[src/rtl/bmffa_pkg.sv]
`default_nettype none
package bmffa_pkg;

	localparam logic OP_ALLOCATE = 1'b0;
	localparam logic OP_FREE     = 1'b1;

	localparam logic [2:0] ST_ALLOCATED    = 3'd0;
	localparam logic [2:0] ST_BAD_SIZE     = 3'd1;
	localparam logic [2:0] ST_NO_SPACE     = 3'd2;
	localparam logic [2:0] ST_FREED        = 3'd3;
	localparam logic [2:0] ST_FREE_IGNORED = 3'd4;

	localparam logic [31:0] BASE_ADDR_RESET = 32'h2000_1000;

	typedef struct packed {
		logic        operation;
		logic [15:0] request_bytes;
		logic [31:0] release_address;
	} req_t;

	typedef struct packed {
		logic [31:0] granted_address;
		logic [2:0]  status;
	} res_t;

endpackage
`default_nettype wire

[src/rtl/bmffa_ram.sv]
`default_nettype none
module bmffa_ram #(
	parameter int WIDTH = 1,
	parameter int DEPTH = 256
) (
	input  wire                       clk,
	input  wire                       we,
	input  wire [$clog2(DEPTH)-1:0]   wr_addr,
	input  wire [WIDTH-1:0]           wr_data,
	input  wire                       rd_en,
	input  wire [$clog2(DEPTH)-1:0]   rd_addr,
	output logic [WIDTH-1:0]          rd_data
);

	logic [WIDTH-1:0] mem [DEPTH];

	always_ff @(posedge clk) begin
		if (we) begin
			mem[wr_addr] <= wr_data;
		end
		if (rd_en) begin
			rd_data <= mem[rd_addr];
		end
	end

endmodule
`default_nettype wire

[src/rtl/bmffa_engine.sv]
`default_nettype none
module bmffa_engine #(
	parameter int BLOCK_BYTES = 16,
	parameter int BLOCK_TOTAL = 256
) (
	input  wire              clk,
	input  wire              arst_n,
	input  wire [31:0]       base_addr,
	input  wire              start,
	input  bmffa_pkg::req_t  req,
	output logic             idle,
	output logic             res_valid,
	output bmffa_pkg::res_t  res,
	input  wire              res_take
);
	import bmffa_pkg::*;

	localparam int unsigned SPAN = BLOCK_BYTES * BLOCK_TOTAL;
	localparam int OFF_W = $clog2(SPAN + 1);
	localparam int IW = $clog2(BLOCK_TOTAL);

	localparam logic [2:0] S_CLEAR = 3'd0;
	localparam logic [2:0] S_IDLE  = 3'd1;
	localparam logic [2:0] S_ASCAN = 3'd2;
	localparam logic [2:0] S_AMARK = 3'd3;
	localparam logic [2:0] S_FLOC  = 3'd4;
	localparam logic [2:0] S_FCLR  = 3'd5;
	localparam logic [2:0] S_WAIT  = 3'd6;

	logic [2:0]       state_q;
	logic [IW-1:0]    chk_q;
	logic [IW-1:0]    first_idx_q;
	logic [IW-1:0]    mk_q;
	logic [IW-1:0]    end_q;
	logic [OFF_W-1:0] cur_off_q;
	logic [OFF_W-1:0] first_off_q;
	logic [OFF_W-1:0] run_bytes_q;
	logic [OFF_W-1:0] rel_q;
	logic [15:0]      bytes_q;
	res_t             res_q;

	logic             we;
	logic [IW-1:0]    wr_addr;
	logic [0:0]       wr_data;
	logic             rd_en;
	logic [IW-1:0]    rd_addr;
	logic [0:0]       rd_data;

	logic             is_last;
	logic [31:0]      run_next;
	logic             fit;
	logic             blk_free;
	logic [IW-1:0]    start_idx;
	logic [OFF_W-1:0] start_off;
	logic [OFF_W-1:0] off_next;
	logic             past_blk;
	logic             bad_size;
	logic [33:0]      addr_ext;
	logic [33:0]      base_ext;
	logic             free_ign;
	logic [31:0]      rel_full;

	bmffa_ram #(
		.WIDTH(1),
		.DEPTH(BLOCK_TOTAL)
	) u_map (
		.clk    (clk),
		.we     (we),
		.wr_addr(wr_addr),
		.wr_data(wr_data),
		.rd_en  (rd_en),
		.rd_addr(rd_addr),
		.rd_data(rd_data)
	);

	assign is_last   = (chk_q == IW'(BLOCK_TOTAL - 1));
	assign run_next  = 32'(run_bytes_q) + 32'(BLOCK_BYTES);
	assign fit       = (run_next >= {16'd0, bytes_q});
	assign blk_free  = (rd_data[0] == 1'b0);
	assign start_idx = (run_bytes_q == '0) ? chk_q : first_idx_q;
	assign start_off = (run_bytes_q == '0) ? cur_off_q : first_off_q;
	assign off_next  = cur_off_q + OFF_W'(BLOCK_BYTES);
	assign past_blk  = (rel_q >= off_next);
	assign bad_size  = (req.request_bytes == 16'd0) ||
		({16'd0, req.request_bytes} > 32'(SPAN));
	assign addr_ext  = {2'b00, req.release_address};
	assign base_ext  = {2'b00, base_addr};
	assign free_ign  = (req.release_address == 32'd0) || (addr_ext < base_ext) ||
		(addr_ext >= base_ext + 34'(SPAN));
	assign rel_full  = req.release_address - base_addr;

	assign idle      = (state_q == S_IDLE);
	assign res_valid = (state_q == S_WAIT);
	assign res       = res_q;

	always_comb begin
		we      = 1'b0;
		wr_addr = chk_q;
		wr_data = 1'b0;
		rd_en   = 1'b0;
		rd_addr = chk_q;
		unique case (state_q)
			S_CLEAR: begin
				we = 1'b1;
			end
			S_IDLE: begin
				if (start && req.operation == OP_ALLOCATE && !bad_size) begin
					rd_en   = 1'b1;
					rd_addr = '0;
				end
			end
			S_ASCAN: begin
				if (!(blk_free && fit) && !is_last) begin
					rd_en   = 1'b1;
					rd_addr = chk_q + 1'b1;
				end
			end
			S_AMARK: begin
				we      = 1'b1;
				wr_addr = mk_q;
				wr_data = 1'b1;
			end
			S_FLOC: begin
				rd_en = !past_blk;
			end
			S_FCLR: begin
				if (!blk_free) begin
					we = 1'b1;
					if (!is_last) begin
						rd_en   = 1'b1;
						rd_addr = chk_q + 1'b1;
					end
				end
			end
			default: begin
			end
		endcase
	end

	always_ff @(posedge clk or negedge arst_n) begin
		if (!arst_n) begin
			state_q     <= S_CLEAR;
			chk_q       <= '0;
			first_idx_q <= '0;
			mk_q        <= '0;
			end_q       <= '0;
			cur_off_q   <= '0;
			first_off_q <= '0;
			run_bytes_q <= '0;
			rel_q       <= '0;
			bytes_q     <= '0;
			res_q       <= '0;
		end else begin
			unique case (state_q)
				S_CLEAR: begin
					chk_q <= chk_q + 1'b1;
					if (is_last) begin
						state_q <= S_IDLE;
					end
				end
				S_IDLE: begin
					if (start) begin
						res_q.granted_address <= 32'd0;
						if (req.operation == OP_ALLOCATE) begin
							bytes_q     <= req.request_bytes;
							run_bytes_q <= '0;
							chk_q       <= '0;
							cur_off_q   <= '0;
							if (bad_size) begin
								res_q.status <= ST_BAD_SIZE;
								state_q      <= S_WAIT;
							end else begin
								state_q <= S_ASCAN;
							end
						end else begin
							rel_q     <= rel_full[OFF_W-1:0];
							chk_q     <= '0;
							cur_off_q <= '0;
							if (free_ign) begin
								res_q.status <= ST_FREE_IGNORED;
								state_q      <= S_WAIT;
							end else begin
								state_q <= S_FLOC;
							end
						end
					end
				end
				S_ASCAN: begin
					if (blk_free && fit) begin
						first_off_q <= start_off;
						mk_q        <= start_idx;
						end_q       <= chk_q;
						state_q     <= S_AMARK;
					end else begin
						if (blk_free) begin
							first_idx_q <= start_idx;
							first_off_q <= start_off;
							run_bytes_q <= run_next[OFF_W-1:0];
						end else begin
							run_bytes_q <= '0;
						end
						if (is_last) begin
							res_q.status <= ST_NO_SPACE;
							state_q      <= S_WAIT;
						end else begin
							chk_q     <= chk_q + 1'b1;
							cur_off_q <= off_next;
						end
					end
				end
				S_AMARK: begin
					mk_q <= mk_q + 1'b1;
					if (mk_q == end_q) begin
						res_q.granted_address <= base_addr + 32'(first_off_q);
						res_q.status          <= ST_ALLOCATED;
						state_q               <= S_WAIT;
					end
				end
				S_FLOC: begin
					// step to the block that holds the address, read it on arrival
					if (past_blk) begin
						chk_q     <= chk_q + 1'b1;
						cur_off_q <= off_next;
					end else begin
						state_q <= S_FCLR;
					end
				end
				S_FCLR: begin
					if (blk_free || is_last) begin
						res_q.status <= ST_FREED;
						state_q      <= S_WAIT;
					end else begin
						chk_q <= chk_q + 1'b1;
					end
				end
				S_WAIT: begin
					if (res_take) begin
						state_q <= S_IDLE;
					end
				end
				default: begin
					state_q <= S_IDLE;
				end
			endcase
		end
	end

endmodule
`default_nettype wire

[src/rtl/block_map_first_fit_allocator.sv]
`default_nettype none
// First-fit allocator over BLOCK_TOTAL blocks of BLOCK_BYTES bytes, one used bit per
// block kept in a one-bit-wide RAM that is touched one block per cycle. After reset
// a clearing pass over every block runs, during which no request is taken
// (base address writes are). An allocate scans the blocks from the first up to the
// end of the first fitting run (at most BLOCK_TOTAL blocks), then marks the blocks of
// that run used and presents the result; a bad size answers without a scan. A free
// steps to the block holding the address, then clears used blocks from there until
// it meets a free block or the last block; an ignored free answers without a
// step. The RAM has a single read and write port. Results leave through an output
// register, so a request is taken while the previous result still waits.
module block_map_first_fit_allocator #(
	parameter int BLOCK_BYTES = 16,
	parameter int BLOCK_TOTAL = 256
) (
	input  wire         clk,
	input  wire         arst_n,
	input  wire         cfg_valid,
	output logic        cfg_ready,
	input  wire  [31:0] cfg_data,
	input  wire         request_valid,
	output logic        request_stall,
	input  wire         operation,
	input  wire  [15:0] request_bytes,
	input  wire  [31:0] release_address,
	output logic        result_valid,
	input  wire         result_stall,
	output logic [31:0] granted_address,
	output logic [2:0]  status
);
	import bmffa_pkg::*;

	logic [31:0] base_addr_q;
	logic        eng_idle;
	logic        eng_res_valid;
	res_t        eng_res;
	req_t        req;
	logic        res_take;
	logic        result_valid_q;
	logic [31:0] granted_address_q;
	logic [2:0]  status_q;

	assign cfg_ready     = 1'b1;
	assign request_stall = !eng_idle;
	assign req.operation       = operation;
	assign req.request_bytes   = request_bytes;
	assign req.release_address = release_address;
	assign res_take      = !result_valid_q || !result_stall;

	bmffa_engine #(
		.BLOCK_BYTES(BLOCK_BYTES),
		.BLOCK_TOTAL(BLOCK_TOTAL)
	) u_engine (
		.clk      (clk),
		.arst_n   (arst_n),
		.base_addr(base_addr_q),
		.start    (request_valid && eng_idle),
		.req      (req),
		.idle     (eng_idle),
		.res_valid(eng_res_valid),
		.res      (eng_res),
		.res_take (res_take)
	);

	always_ff @(posedge clk or negedge arst_n) begin
		if (!arst_n) begin
			base_addr_q <= BASE_ADDR_RESET;
		end else if (cfg_valid) begin
			base_addr_q <= cfg_data;
		end
	end

	// hold the result until the consumer takes it
	always_ff @(posedge clk or negedge arst_n) begin
		if (!arst_n) begin
			result_valid_q <= 1'b0;
		end else if (eng_res_valid && res_take) begin
			result_valid_q <= 1'b1;
		end else if (!result_stall) begin
			result_valid_q <= 1'b0;
		end
	end

	always_ff @(posedge clk) begin
		if (eng_res_valid && res_take) begin
			granted_address_q <= eng_res.granted_address;
			status_q          <= eng_res.status;
		end
	end

	assign result_valid    = result_valid_q;
	assign granted_address = granted_address_q;
	assign status          = status_q;

endmodule
`default_nettype wire
[config.mk]
export PLATFORM = sky130hd
export DESIGN_NAME = block_map_first_fit_allocator
export DESIGN_NICKNAME = d
export VERILOG_FILES = /design/src/rtl/bmffa_pkg.sv /design/src/rtl/bmffa_ram.sv /design/src/rtl/bmffa_engine.sv /design/src/rtl/block_map_first_fit_allocator.sv
export SDC_FILE = /design/constraint.sdc
export NUM_CORES = 1
export LEC_CHECK = 0
export BUFFER_PORTS_ARGS = -buffer_cell sky130_fd_sc_hd__buf_4
export CAP_MARGIN = 0
export CORE_UTILIZATION = 60
export CTS_CLUSTER_SIZE = 14
export DETAILED_ROUTE_END_ITERATION = 7
export PLACE_DENSITY = 0.82
export SYNTH_ARGS = -nofsm -noshare
export SYNTH_HDL_FRONTEND = slang
export SYNTH_SLANG_ARGS = --single-unit
export TNS_END_PERCENT = 50
[constraint.sdc]
create_clock -name clk -period 8.8 [get_ports clk]
set_input_delay 0 -clock clk [delete_from_list [all_inputs] [get_ports clk]]
set_output_delay 0 -clock clk [all_outputs]
set_load 0.01 [all_outputs]
==> impl_metrics.tcl <==
set metrics [dict create \
    path_clk_slew_ps 60 \
    wire_per_inst_um 21.3 \
    ir_drop_mv 0.220 \
    core_area_um2 37600 \
    drtPass1Iterations 8 \
    seq_area_um2 12600 \
    power_leakage_nw 10.3 \
    status "complete, but fails checks" \
    avgViaCountPerCell 6.28 \
    nFillCells 2563 \
    die_w_um 197 \
    dp_slack_ps 2890 \
    gr-total-overflow 0 \
    syn_inst 2266 \
    die_h_um 197 \
    critical_path.top_delay_family "compound AO/OA/AOI/OAI gates" \
    syn_nets 2439 \
    cts_resized 0 \
    yosys-top-cells-area "edfxtp_1, dfrtp_1, nand2_1" \
    slew_headroom_pct 1.58 \
    cts_hold_buf 122 \
    ctsLongestPathBuffers 3 \
    worst_r2r_path_depth 18 \
    area_growth_pct 16.9 \
    antenna_found_initial 0 \
    drt_iter0_markers 2307 \
    grt_max_degree 169 \
    cts.sinks 447 \
    finClkSkew_ps 32.7 \
    tightest_slew_ps 1470 \
    ant_nets 0 \
    crit_path_end_kind "register" \
    yosysSeqAreaShare_pct 55.3 \
    post-route-util_pct 71.2 \
    critical_path_class "reg2reg" \
    multi_input_area_um2 9430 \
    design_area_um2 26700 \
    ys_top_cells_by_count "nand2_1, nor2_1, edfxtp_1" \
    io_buffer_count 122 \
    final-max-slew-violation-count 0 \
    yosys.area.top_type_share_pct 38.3 \
    ys_seq_elements 447 \
    cp.depth 18 \
    grt_pass1_wl_um 99200 \
    fin_crit_sh_pct 68.7 \
    post-synth-top-count-cell "nand2_1" \
    h-tree-depth 2 \
    io_pins 124 \
    cts_root_buf "clkbuf_16" \
    drc 5 \
    rsz0062_at_grt "no" \
    routed_wl_um 63600 \
    cts_buffers 47 \
    finalPower_mw 7.74 \
    layout_setup_ws_ps 2750 \
    gp_congestion 0.968 \
    slowest_delay_ps 700 \
    postCtsSetupBuffers 0 \
    grt_pass1_vias 18200 \
    setup_viol 0 \
    n_antenna_cell 0 \
    yosys_warnings 0 \
    cts_tree "done" \
    hp-class "in2async" \
    violations "design-rule violations" \
    dp_hpwl_um 38600 \
    synth_flop_cell "edfxtp_1" \
    ys_types 82 \
    synth_area_um2 22900 \
    die_area_um2 38900 \
    clock.fmax_mhz 165 \
    powerDensity_nw_per_um2 289 \
    start_util_pct 60.9 \
    cp_max_fo 54 \
    critical_path_required_ps 9150 \
    post-route-min-period_ps 6050 \
    drive_above_1_share_pct 10.5 \
    synth_edf_count 292 \
    yosysTopAreaCell "edfxtp_1" \
    start_kind "register" \
    clock_latency_ps 600 \
    worst_path_most_repeated_cell "and3_1" \
    path_buf_inv 1 \
    dr_total_vias 18700 \
    std_cell_rows 71 \
    synthArstFlopShare_pct 34.7 \
    placed_area_um2 24000 \
    crit_path_top_delay_cell "buf_4" \
    grt_usage_pct 32.9 \
    final_nets 2610 \
    finalSetupTns_ps 0 \
    crit_chain "and3_1, and3_1, and3_1, xor2_1, ha_1, o21ai_0, o21ai_0, a221oi_2, nand2b_1, a31oi_1, nor2_8, buf_4, nor2_1, a222oi_1, o22ai_1, a311oi_1, nand4_1, o311a_1" \
    hold_viol_final 0 \
    synth_area_per_cell_um2 10.1 \
    drv_cap 0 \
    cp.arrival_ps 6400 \
]
## flip-flops by register name, indices dropped and copies added (netlist names)
name	flops
base_addr_q	32
granted_address	32
result_valid	1
status	3
u_engine.bytes_q	16
u_engine.chk_q	8
u_engine.cur_off_q	9
u_engine.end_q	8
u_engine.first_idx_q	8
u_engine.first_off_q	9
u_engine.mk_q	8
u_engine.rel_q	9
u_engine.res	35
u_engine.run_bytes_q	9
u_engine.state_q	3
u_engine.u_map.mem	256
u_engine.u_map.rd_data	1
## worst register-to-register path, stage by stage (launching register included)
cell and delay [ps]:
dfrtp_1 450, and3_1 210, and3_1 240, and3_1 220
xor2_1 200, ha_1 270, o21ai_0 80, o21ai_0 140
a221oi_2 450, nand2b_1 360, a31oi_1 260, nor2_8 670
buf_4 750, nor2_1 200, a222oi_1 430, o22ai_1 160
a311oi_1 240, nand4_1 150, o311a_1 360
## through the flow
step	hold WS, ps	instances
final	34.8	2986
after global routing	77.4	2986
after CTS	24.2	2986
after detailed placement	135	2777
after global placement	134	2777
after floorplan	-296	2266
## placed cells by master, fill, tap and decap left out, drive strengths merged, types with 28 or more instances in the layout
master,Yosys,routed
nor2,334,334
buf,30,131
xnor2,59,59
mux2i,50,50
ha,86,86
nand3,140,140
dlygate4sd3,0,122
clkbuf,101,72
dfrtp,153,153
a21oi,56,56
nand4,33,33
o21ai,135,135
edfxtp,292,292
nand2,371,371
mux2,28,28
inv,68,70
## cells by family after synthesis
family	share of synthesized area [%]
other	0.0164
DFF	55.3
adders and majority gates	4.79
xor gates and xnor gates	2.76
AOI/OAI and AO/OA	10.5
buffers and inverters	3.61
and+or+nand+nor	19.5
muxes	3.56
## area by class of cell
| cell class | count | area share (%) |
|---|---|---|
| multi-input combinational | 1619 | 35.3 |
| clock inverter | 15 | 0.753 |
| clock buffer | 72 | 5.05 |
| tap | 511 | 2.39 |
| sequential | 447 | 47.3 |
| inverter | 69 | 0.987 |
| timing repair buffer | 253 | 8.26 |
## path summary, 6_finish.rpt
path | slack [ps] | start | end
worst max-delay path | 2750 | u_engine.run_bytes_q[6]$_DFFE_PN0P_ | u_engine.u_map.rd_data$_DFFE_PP_
worst max register to register | 2750 | u_engine.run_bytes_q[6]$_DFFE_PN0P_ | u_engine.u_map.rd_data$_DFFE_PP_
worst min-delay path | 30 | arst_n | base_addr_q[21]$_DFFE_PN0P_
min in group clk | 50 | operation | u_engine.res[0]$_DFFE_PN0P_
max in group asynchronous | 7370 | arst_n | u_engine.run_bytes_q[12]$_DFFE_PN0P_
worst min register to register | 440 | u_engine.res[4]$_DFFE_PN0P_ | granted_address[1]$_DFFE_PP_
## where the power goes
group	total (mW)	internal [mW]	switching, mW	leakage [nW]
Combinational	2.88	0.949	1.93	4.83
Clock	2.01	1.18	0.835	0.755
Sequential	2.84	2.62	0.221	4.71
Total	7.74	4.75	2.99	10.3
## layer usage
layer  part of all wire (%)  track usage, %  up-vias
met1                     38            42.9     9023
met3                    9.0            5.38      230
li1                       -               -     8389
met5                      0               0        -
met2                     48            53.9     1101
met4                    4.6            15.2        0
(Power assumes the default switching activity.)
